**config.mk**
```make
export PLATFORM = sky130hd
export DESIGN_NAME = q15_sine_cosine_tangent_unit
export DESIGN_NICKNAME = d
export VERILOG_FILES = /design/src/sv/qsct_pkg.sv /design/src/sv/qsct_sine_path.sv /design/src/sv/qsct_div_cell.sv /design/src/sv/q15_sine_cosine_tangent_unit.sv
export SDC_FILE = /design/constraint.sdc
export NUM_CORES = 2
export LEC_CHECK = 0
export ABC_AREA = 0
export BUFFER_PORTS_ARGS = -buffer_cell sky130_fd_sc_hd__buf_2
export CAP_MARGIN = 20
export CORE_MARGIN = 2
export CORE_UTILIZATION = 65
export CTS_CLUSTER_DIAMETER = 100
export DETAILED_ROUTE_END_ITERATION = 8
export GPL_TIMING_DRIVEN = 0
export HOLD_SLACK_MARGIN = 0.15
export PLACE_DENSITY = 0.81
export SLEW_MARGIN = 30
export SYNTH_ARGS = -nofsm -noshare
export SYNTH_HDL_FRONTEND = slang
export SYNTH_HIERARCHICAL = 1
export SYNTH_SLANG_ARGS = --single-unit
export TNS_END_PERCENT = 5
```
**constraint.sdc**
```tcl
create_clock -name i_clk -period 6.7 [get_ports i_clk]
set_input_delay 1.34 -clock i_clk [delete_from_list [all_inputs] [get_ports i_clk]]
set_output_delay 1.34 -clock i_clk [all_outputs]
set_load 0.05 [all_outputs]
```
**src/sv/qsct_pkg.sv**
```systemverilog
// ----------------------------------------------------------------------------
// qsct_pkg: shared types and constants of the q15 sine/cosine/tangent unit
// quarter-wave sine rom, table geometry, pipeline depths, beat types
// ----------------------------------------------------------------------------
package qsct_pkg;

    // entries per quarter wave, rounded down to a power of two in 16..256
    localparam int TABLE_ENTRIES = 256;

    function automatic int calc_shift();
        int s;
        s = 6;
        while (s < 10 && (16384 >> s) > TABLE_ENTRIES) begin
            s = s + 1;
        end
        return s;
    endfunction

    localparam int TBL_SHIFT = calc_shift();      // fraction bits below the index
    localparam int IDX_W     = 14 - TBL_SHIFT;    // index bits into the quarter wave
    localparam int STRIDE_SH = TBL_SHIFT - 6;     // stride into the 256-entry rom
    localparam int FRAC_W    = TBL_SHIFT;
    localparam int MAG_W     = 15;                // magnitude bits of a q15 value
    localparam int PROD_W    = MAG_W + FRAC_W;
    localparam int Q_W       = 15;                // quotient bits, one per divider cell

    localparam int SINE_LAT  = 4;                 // stages of the sine path
    localparam int LATENCY   = SINE_LAT + 1 + Q_W + 1;

    localparam logic [15:0]        QTR_TURN = 16'd16384;
    localparam logic [MAG_W-1:0]   Q15_ONE  = 15'd32767;
    localparam logic signed [15:0] Q15_MAX  = 16'sd32767;
    localparam logic signed [15:0] Q15_MIN  = -16'sd32768;

    typedef enum logic [1:0] {
        KIND_SIN = 2'd0,
        KIND_COS = 2'd1,
        KIND_TAN = 2'd2
    } t_kind;

    // what rides beside the divider
    typedef struct packed {
        logic               use_q;   // result is the quotient
        logic               neg;     // quotient is negated
        logic signed [15:0] pass;    // result when the quotient is not used
    } t_side;

    typedef struct packed {
        logic [MAG_W-1:0] rem;
        logic [MAG_W-1:0] den;
        logic [Q_W-1:0]   quot;
        t_side            side;
    } t_div_beat;

    // floor(32767 * sin) over a quarter wave, 256 points
    localparam logic [MAG_W-1:0] SIN_ROM [256] = '{
        15'd0, 15'd201, 15'd402, 15'd603, 15'd804, 15'd1005, 15'd1206, 15'd1406,
        15'd1607, 15'd1808, 15'd2009, 15'd2209, 15'd2410, 15'd2610, 15'd2811, 15'd3011,
        15'd3211, 15'd3411, 15'd3611, 15'd3811, 15'd4011, 15'd4210, 15'd4409, 15'd4608,
        15'd4807, 15'd5006, 15'd5205, 15'd5403, 15'd5601, 15'd5799, 15'd5997, 15'd6195,
        15'd6392, 15'd6589, 15'd6786, 15'd6982, 15'd7179, 15'd7375, 15'd7571, 15'd7766,
        15'd7961, 15'd8156, 15'd8351, 15'd8545, 15'd8739, 15'd8932, 15'd9126, 15'd9319,
        15'd9511, 15'd9703, 15'd9895, 15'd10087, 15'd10278, 15'd10469, 15'd10659,
        15'd10849, 15'd11038, 15'd11227, 15'd11416, 15'd11604, 15'd11792, 15'd11980,
        15'd12166, 15'd12353, 15'd12539, 15'd12724, 15'd12909, 15'd13094, 15'd13278,
        15'd13462, 15'd13645, 15'd13827, 15'd14009, 15'd14191, 15'd14372, 15'd14552,
        15'd14732, 15'd14911, 15'd15090, 15'd15268, 15'd15446, 15'd15623, 15'd15799,
        15'd15975, 15'd16150, 15'd16325, 15'd16499, 15'd16672, 15'd16845, 15'd17017,
        15'd17189, 15'd17360, 15'd17530, 15'd17699, 15'd17868, 15'd18036, 15'd18204,
        15'd18371, 15'd18537, 15'd18702, 15'd18867, 15'd19031, 15'd19194, 15'd19357,
        15'd19519, 15'd19680, 15'd19840, 15'd20000, 15'd20159, 15'd20317, 15'd20474,
        15'd20631, 15'd20787, 15'd20942, 15'd21096, 15'd21249, 15'd21402, 15'd21554,
        15'd21705, 15'd21855, 15'd22004, 15'd22153, 15'd22301, 15'd22448, 15'd22594,
        15'd22739, 15'd22883, 15'd23027, 15'd23169, 15'd23311, 15'd23452, 15'd23592,
        15'd23731, 15'd23869, 15'd24006, 15'd24143, 15'd24278, 15'd24413, 15'd24546,
        15'd24679, 15'd24811, 15'd24942, 15'd25072, 15'd25201, 15'd25329, 15'd25456,
        15'd25582, 15'd25707, 15'd25831, 15'd25954, 15'd26077, 15'd26198, 15'd26318,
        15'd26437, 15'd26556, 15'd26673, 15'd26789, 15'd26905, 15'd27019, 15'd27132,
        15'd27244, 15'd27355, 15'd27466, 15'd27575, 15'd27683, 15'd27790, 15'd27896,
        15'd28001, 15'd28105, 15'd28208, 15'd28309, 15'd28410, 15'd28510, 15'd28608,
        15'd28706, 15'd28802, 15'd28897, 15'd28992, 15'd29085, 15'd29177, 15'd29268,
        15'd29358, 15'd29446, 15'd29534, 15'd29621, 15'd29706, 15'd29790, 15'd29873,
        15'd29955, 15'd30036, 15'd30116, 15'd30195, 15'd30272, 15'd30349, 15'd30424,
        15'd30498, 15'd30571, 15'd30643, 15'd30713, 15'd30783, 15'd30851, 15'd30918,
        15'd30984, 15'd31049, 15'd31113, 15'd31175, 15'd31236, 15'd31297, 15'd31356,
        15'd31413, 15'd31470, 15'd31525, 15'd31580, 15'd31633, 15'd31684, 15'd31735,
        15'd31785, 15'd31833, 15'd31880, 15'd31926, 15'd31970, 15'd32014, 15'd32056,
        15'd32097, 15'd32137, 15'd32176, 15'd32213, 15'd32249, 15'd32284, 15'd32318,
        15'd32350, 15'd32382, 15'd32412, 15'd32441, 15'd32468, 15'd32495, 15'd32520,
        15'd32544, 15'd32567, 15'd32588, 15'd32609, 15'd32628, 15'd32646, 15'd32662,
        15'd32678, 15'd32692, 15'd32705, 15'd32717, 15'd32727, 15'd32736, 15'd32744,
        15'd32751, 15'd32757, 15'd32761, 15'd32764, 15'd32766
    };

endpackage

```
**src/sv/qsct_sine_path.sv**
```systemverilog
// ----------------------------------------------------------------------------
// qsct_sine_path: four-stage full-wave q15 sine
// quadrant fold, rom lookup, interpolation multiply, add and sign
// ----------------------------------------------------------------------------
module qsct_sine_path (
    input  logic               i_clk,
    input  logic               i_interp,
    input  logic [15:0]        i_angle,
    output logic signed [15:0] o_value
);
    import qsct_pkg::*;

    logic [13:0]        fold;
    logic               r1_neg;
    logic [IDX_W-1:0]   r1_idx;
    logic [FRAC_W-1:0]  r1_frac;
    logic               r1_interp;

    logic [7:0]         addr_here;
    logic [7:0]         addr_next;
    logic [IDX_W-1:0]   idx_inc;
    logic [MAG_W-1:0]   here;
    logic [MAG_W-1:0]   next_val;
    logic [MAG_W-1:0]   n_diff;
    logic               r2_neg;
    logic [MAG_W-1:0]   r2_here;
    logic [MAG_W-1:0]   r2_diff;
    logic [FRAC_W-1:0]  r2_frac;

    logic [PROD_W-1:0]  n_prod;
    logic               r3_neg;
    logic [MAG_W-1:0]   r3_here;
    logic [PROD_W-1:0]  r3_prod;

    logic [MAG_W-1:0]   sum;
    logic signed [15:0] n_value;

    // mirror in the second and fourth quadrants, negate in the lower half
    assign fold = i_angle[14] ? ~i_angle[13:0] : i_angle[13:0];

    assign idx_inc   = r1_idx + 1'b1;
    assign addr_here = 8'(r1_idx) << STRIDE_SH;
    assign addr_next = 8'(idx_inc) << STRIDE_SH;
    assign here      = SIN_ROM[addr_here];
    assign next_val  = (&r1_idx) ? Q15_ONE : SIN_ROM[addr_next];
    assign n_diff    = r1_interp ? MAG_W'(next_val - here) : '0;

    assign n_prod = PROD_W'(r2_frac) * PROD_W'(r2_diff);

    assign sum     = r3_here + MAG_W'(r3_prod >> FRAC_W);
    assign n_value = r3_neg ? -signed'({1'b0, sum}) : signed'({1'b0, sum});

    always_ff @(posedge i_clk) begin
        r1_neg    <= i_angle[15];
        r1_idx    <= fold[13:TBL_SHIFT];
        r1_frac   <= fold[TBL_SHIFT-1:0];
        r1_interp <= i_interp;

        r2_neg    <= r1_neg;
        r2_here   <= here;
        r2_diff   <= n_diff;
        r2_frac   <= r1_frac;

        r3_neg    <= r2_neg;
        r3_here   <= r2_here;
        r3_prod   <= n_prod;

        o_value   <= n_value;
    end

endmodule

```
**src/sv/qsct_div_cell.sv**
```systemverilog
// ----------------------------------------------------------------------------
// qsct_div_cell: one restoring division step
// shifts the remainder, subtracts the divisor when it fits, adds one quotient bit
// ----------------------------------------------------------------------------
module qsct_div_cell (
    input  logic                i_clk,
    input  logic                i_rst_n,
    input  logic                i_valid,
    input  qsct_pkg::t_div_beat i_beat,
    output logic                o_valid,
    output qsct_pkg::t_div_beat o_beat
);
    import qsct_pkg::*;

    logic [MAG_W:0]  rem2;
    logic            fits;
    t_div_beat       n_beat;

    assign rem2 = {i_beat.rem, 1'b0};
    assign fits = rem2 >= {1'b0, i_beat.den};

    always_comb begin
        n_beat      = i_beat;
        n_beat.rem  = fits ? MAG_W'(rem2 - {1'b0, i_beat.den}) : rem2[MAG_W-1:0];
        n_beat.quot = {i_beat.quot[Q_W-2:0], fits};
    end

    always_ff @(posedge i_clk) begin
        if (!i_rst_n) begin
            o_valid <= 1'b0;
        end else begin
            o_valid <= i_valid;
        end
    end

    always_ff @(posedge i_clk) begin
        o_beat <= n_beat;
    end

endmodule

```
**src/sv/q15_sine_cosine_tangent_unit.sv**
```systemverilog
// ----------------------------------------------------------------------------
// q15_sine_cosine_tangent_unit: q15 sine, cosine and tangent of a 16-bit angle
// quarter-wave rom with linear interpolation, tangent by a chain of divider cells
// ----------------------------------------------------------------------------
//
//  channel   direction  handshake               payload
//  -------   ---------  ----------------------  ---------------------------
//  command   in         start high, busy low    i_kind, i_angle
//  result    out        o_strobe, one cycle     o_value
//  config    in         i_cfg_valid/o_cfg_ready i_cfg_data (interpolate)
//
//  one command beat per clock, no gaps needed; busy never rises
//  a result strobes once its command beat has passed through the four sine-path stages,
//  one prep stage, 15 divider cells and the output register
//  sine and cosine run through the divider chain too so every kind has the same latency
//  the receiver cannot stall; results leave from the output register unconditionally
//  synchronous active-low reset clears valid bits and sets interpolate to 1
//
module q15_sine_cosine_tangent_unit (
    input  logic               i_clk,
    input  logic               i_rst_n,
    input  logic               start,
    output logic               busy,
    input  logic [1:0]         i_kind,
    input  logic [15:0]        i_angle,
    output logic               o_strobe,
    output logic signed [15:0] o_value,
    input  logic               i_cfg_valid,
    output logic               o_cfg_ready,
    input  logic               i_cfg_data
);
    import qsct_pkg::*;

    // configuration
    logic                r_interp;

    // command accept and the valid/kind line beside the sine paths
    logic                accept;
    logic [SINE_LAT-1:0] r_vld_pipe;
    logic [1:0]          r_kind_pipe [SINE_LAT];

    // the two sine paths
    logic [15:0]         cos_angle;
    logic signed [15:0]  sin_v;
    logic signed [15:0]  cos_v;

    // prep stage: magnitudes, saturation, selection among sine, cosine and tangent
    logic [MAG_W-1:0]    abs_s;
    logic [MAG_W-1:0]    abs_c;
    logic                sat;
    logic                q_neg;
    t_div_beat           n_prep;
    logic                r_prep_vld;
    t_div_beat           r_prep;

    // divider chain
    logic [Q_W:0]        chain_vld;
    t_div_beat           chain_beat [Q_W+1];

    // output stage
    t_div_beat           last_beat;
    logic [Q_W-1:0]      quot;
    logic signed [15:0]  n_value;
    logic                r_strobe;
    logic signed [15:0]  r_value;

    assign busy        = 1'b0;
    assign o_cfg_ready = 1'b1;
    assign accept      = start && !busy;

    always_ff @(posedge i_clk) begin
        if (!i_rst_n) begin
            r_interp <= 1'b1;
        end else if (i_cfg_valid && o_cfg_ready) begin
            r_interp <= i_cfg_data;
        end
    end

    // valid bits follow the command through the sine paths
    always_ff @(posedge i_clk) begin
        if (!i_rst_n) begin
            r_vld_pipe <= '0;
        end else begin
            r_vld_pipe <= {r_vld_pipe[SINE_LAT-2:0], accept};
        end
    end

    always_ff @(posedge i_clk) begin
        r_kind_pipe[0] <= i_kind;
        for (int k = 1; k < SINE_LAT; k++) begin
            r_kind_pipe[k] <= r_kind_pipe[k-1];
        end
    end

    // cosine is the sine a quarter turn ahead; wraps mod 65536
    assign cos_angle = i_angle + QTR_TURN;

    qsct_sine_path u_sin (
        .i_clk    (i_clk),
        .i_interp (r_interp),
        .i_angle  (i_angle),
        .o_value  (sin_v)
    );

    qsct_sine_path u_cos (
        .i_clk    (i_clk),
        .i_interp (r_interp),
        .i_angle  (cos_angle),
        .o_value  (cos_v)
    );

    // tangent saturates when |sin| >= |cos|; otherwise |sin|/|cos| goes to the divider
    assign abs_s = sin_v[15] ? MAG_W'(-sin_v) : sin_v[MAG_W-1:0];
    assign abs_c = cos_v[15] ? MAG_W'(-cos_v) : cos_v[MAG_W-1:0];
    assign sat   = abs_s >= abs_c;
    assign q_neg = sin_v[15] ^ cos_v[15];

    always_comb begin
        n_prep            = '0;
        n_prep.rem        = abs_s;
        n_prep.den        = abs_c;
        n_prep.side.neg   = q_neg;
        unique case (r_kind_pipe[SINE_LAT-1])
            KIND_SIN: begin
                n_prep.side.pass = sin_v;
            end
            KIND_COS: begin
                n_prep.side.pass = cos_v;
            end
            KIND_TAN: begin
                n_prep.side.use_q = !sat;
                n_prep.side.pass  = q_neg ? Q15_MIN : Q15_MAX;
            end
            default: begin
                n_prep.side.pass = '0;   // unused kind answers zero
            end
        endcase
    end

    always_ff @(posedge i_clk) begin
        if (!i_rst_n) begin
            r_prep_vld <= 1'b0;
        end else begin
            r_prep_vld <= r_vld_pipe[SINE_LAT-1];
        end
    end

    always_ff @(posedge i_clk) begin
        r_prep <= n_prep;
    end

    // one quotient bit per cell, msb first
    assign chain_vld[0]  = r_prep_vld;
    assign chain_beat[0] = r_prep;

    for (genvar g = 0; g < Q_W; g++) begin : g_div
        qsct_div_cell u_cell (
            .i_clk   (i_clk),
            .i_rst_n (i_rst_n),
            .i_valid (chain_vld[g]),
            .i_beat  (chain_beat[g]),
            .o_valid (chain_vld[g+1]),
            .o_beat  (chain_beat[g+1])
        );
    end

    // quotient is below 32768 since |sin| < |cos|; sign applied last (truncation toward zero)
    assign last_beat = chain_beat[Q_W];
    assign quot      = last_beat.quot;

    always_comb begin
        if (last_beat.side.use_q) begin
            n_value = last_beat.side.neg ? -signed'({1'b0, quot}) : signed'({1'b0, quot});
        end else begin
            n_value = last_beat.side.pass;
        end
    end

    always_ff @(posedge i_clk) begin
        if (!i_rst_n) begin
            r_strobe <= 1'b0;
        end else begin
            r_strobe <= chain_vld[Q_W];
        end
    end

    always_ff @(posedge i_clk) begin
        r_value <= n_value;
    end

    assign o_strobe = r_strobe;
    assign o_value  = r_value;

endmodule

```
==> results of run 1 <==
==> timing repair <==
action                                  CTS
endpoints found under the setup margin   25
resized for setup                        47
gates cloned                              0
hold endpoints to repair                  0
setup buffers                             1
==> layer usage <==
layer	GRT usage (%)	overflow
met5	39.6	1
met2	87.7	77
met1	73.8	7
met3	62.9	12
met4	65.9	72
==> through the flow <==
| stage | cells | worst slack [ns] | TNS [ns] | hold WS, ns |
|---|---|---|---|---|
| 2_1_floorplan | 7356 | 0.896 | 0 | 0.310 |
| 3_3_place_gp | 8752 | -2.31 | -44.33 | 0.310 |
| 3_5_place_dp | 8752 | -1.62 | -20.07 | 0.312 |
| 4_1_cts | 8942 | -0.0374 | -0.0374 | 0.300 |
==> reports/qor.yml, run 1 <==
netlist_instances: 7356
cts.path.max_buffers: 3
flow.stopped_at: "global routing (5_1_grt)"
htree_levels: 3
cts_buffers: 103
grt_start_max_net_pins: 24
grt_use_total_pct: 73.4
globalplace.congestion: 1.23
place_area_mm2: 0.0680
synth_fp_nets: 7930
hpwl_um: 197000
dieWidth_um: 323
io_buffers: 39
synth_area_mm2: 0.0661
initial_core_util_pct: 65.8
synth_area_per_cell_um2: 8.99
clockRootBuffer: "clkbuf_16"
hold_buffers: 0
rows: 116
yosysWarnings: 6
grt_overflow_total: 169
tool.error: "[ERROR GRT-0232] Routing congestion too high. Check the congestion heatmap in the GUI."
die_y_um: 323
outcome: "stopped before the end"
ios: 42
==> inputs of run 2 (changes only) <==
CORE_UTILIZATION = 40   (was 65)
CTS_CLUSTER_DIAMETER = default   (was 100)
HOLD_SLACK_MARGIN = default   (was 0.15)
PLACE_DENSITY = default   (was 0.81)
PLACE_DENSITY_LB_ADDON = 0.15   (was default)
==> reports/qor.yml, run 2 <==
rows: 149  # +28%
mostFrequentLayoutCells: "dfxtp_1 (1098), nand2_1 (573), inv_1 (498), nor2_1 (478), ha_1 (418)"
setup_viol: 1
crit_type: "flip-flop to flip-flop"
final_common_cell: "dfxtp_1"
regArea_mm2: 0.0221
cap_violations: 0
slew_viol_final: 0
clkLatencyLatePin_ns: 0.76
synth_area_per_cell_um2: 8.99  # unchanged
switchingPower_mw: 21.9
place_area_mm2: 0.0692  # +1.7%
largest_reg_flops: 810
endpoint_kind: "flip-flop"
p_sw_share_pct: 45.0
grt_pass1_vias: 58516
pwr_density_cell_mw_per_mm2: 662
required_ns: 7.29
p_seq_share_pct: 23.4
grt_start_max_net_pins: 24
path_max_fanout: 12
die_y_um: 411  # +27%
p_int_mw: 26.8
drc: 0
cts_tree: "yes"
n_fill_cell: 16213
cts_buffers: 113  # +9.7%
power_frac_clock_pct: 13.9
ir_worst_vdd_v: 0.000631
syn2layout_area_growth_pct: 11.5
drive_above_1_share_pct: 13.0
synth_fp_nets: 7930  # unchanged
dieArea_mm2: 0.169
power.leakage_nw: 31.4
cts.path.max_buffers: 3  # unchanged
ant_nets: 0
netlist_instances: 7356  # unchanged
failed_checks: "setup timing"
postLayoutCellArea_mm2: 0.0737
clock_sinks: 1104
min_period_over_period_pct: 100
total_power_mw: 48.8
io_buffers: 39  # unchanged
tightest_slew_ns: 1.15
place_ws_ns: -2.00  # -0.385 ns
drt_iter0_drc: 6837
hpwl_um: 210000  # +6.8%
vias: 59997
max_freq_ghz: 0.149
outcome: "complete, but fails checks"
critPathLaunchType: "flip-flop"
finish.utilization_pct: 44.8
path_clk_slew_ns: 0.06
final.setup_skew_ns: 0.0819
arrival_ns: 7.32
htree_levels: 3  # unchanged
clockRootBuffer: "clkbuf_16"
dieWidth_um: 411  # +27%
regMostFlops: "g_div.u_cell/o_beat"
globalplace.congestion: 1.06  # -14%
first_pass_iters: 6
multi_input_area_mm2: 0.0399
crit_chain: "buf_2 > buf_2 > inv_1 > clkbuf_2 > ha_1 > clkbuf_1 > nor3_1 > nor4_1 > a211oi_1 > a211oi_1 > a311oi_1 > a21oi_1 > o22a_1 > ha_1 > nor2b_1 > o31a_1 > o211ai_1 > a21oi_1 > nor4_1 > o31ai_1 > mux2i_1"
wire_per_inst_um: 28.5
ios: 42  # unchanged
grt_overflow_total: 0
hold_path_class: "flip-flop to flip-flop"
grt_pass1_wl_um: 403000
pwr-share-comb_pct: 62.7
fin_ws_ns: -0.0330
fin_nets: 8095
critPathSlowestCell: "nor4_1"
hold_violations: 0
fin_crit_ns: 6.73
synth_area_mm2: 0.0661  # unchanged
relSlewSlack_pct: 23.6
viasPerCell: 6.11
cpPeakStageDelay_ns: 0.74
initial_core_util_pct: 40.2  # -26 points
grt_use_total_pct: 32.3
rsz0062_at_grt: "true"
core_area_mm2: 0.165
finalSetupTns_ns: -0.0330
antenna_found_initial: 19
wl_um: 279000
yosysWarnings: 6  # unchanged
hold_buffers: 0  # unchanged
run 2: through the flow:
stage               hold slack [ns]  std cells
finish                        0.274       9812
global route                  0.258       9805
global placement              0.310       9584
CTS                           0.269       9799
detailed placement            0.312       9589
floorplan                     0.310       7356
run 2: layer usage:
layer  GRT usage (%)  share of wire, %  vias up  routed length (µm)
met5               0             0.052        -                 144
met4            18.2               6.6       22               18500
met3            8.91                10     1024               27800
met2            49.6                43     3304              120000
met1            40.7                40    28774              113000
li1                -                 -    26873                   -
run 2: worst max-delay path: cells and delay by family (launching register included):
kind                     cells  cell delay, ns
multiplexers                 1            0.15
buffers and inverters        5            1.65
flip-flops                   1            0.42
AO/OA/AOI/OAI                9            2.02
AND/OR/NAND/NOR              4            1.66
adder cells (fa/ha/maj)      2            0.69
run 2: worst paths after layout:
check	startpoint	cells past startpoint	end	slack [ns]
worst max-delay path	u_cos/addr_here[0]	21	u_cos/r2_diff[14]	-0.03
worst min-delay path	g_div[3].u_cell/o_beat[19]	0	g_div[4].u_cell/o_beat[20]	0.27
worst max register to register	u_cos/addr_here[0]	21	u_cos/r2_diff[14]	-0.03
worst min register to register	g_div[3].u_cell/o_beat[19]	0	g_div[4].u_cell/o_beat[20]	0.27
run 2: area by class of cell:
class	instances	area share [%]
antenna	8	0.0272
buffer	468	3.23
tap	2189	3.72
multi-input combinational	5269	54.2
inverter	512	2.63
clock buffer	147	4.30
clock inverter	62	1.35
timing repair buffer	53	0.509
sequential	1104	30.0
run 2: power groups by stage:
stage	clock (mW)	sequential, mW	combinational, mW
2_1_floorplan	0	10.8	22.8
3_3_place_gp	0	11.6	29.9
3_5_place_dp	0	11.6	30.0
4_1_cts	6.98	11.5	30.3
5_1_grt	7.24	11.7	33.6
6_report	6.78	11.4	30.6
run 2: repair_timing:
| action | CTS | global route |
|---|---|---|
| resized for setup | 50 | 45 |
| endpoints found under the setup margin | 28 | 15 |
| gates cloned | 0 | 0 |
| pin swaps | 1 | 1 |
| buffers inserted | 4 | 5 |
Note: power is estimated with default switching activity, not from simulation.
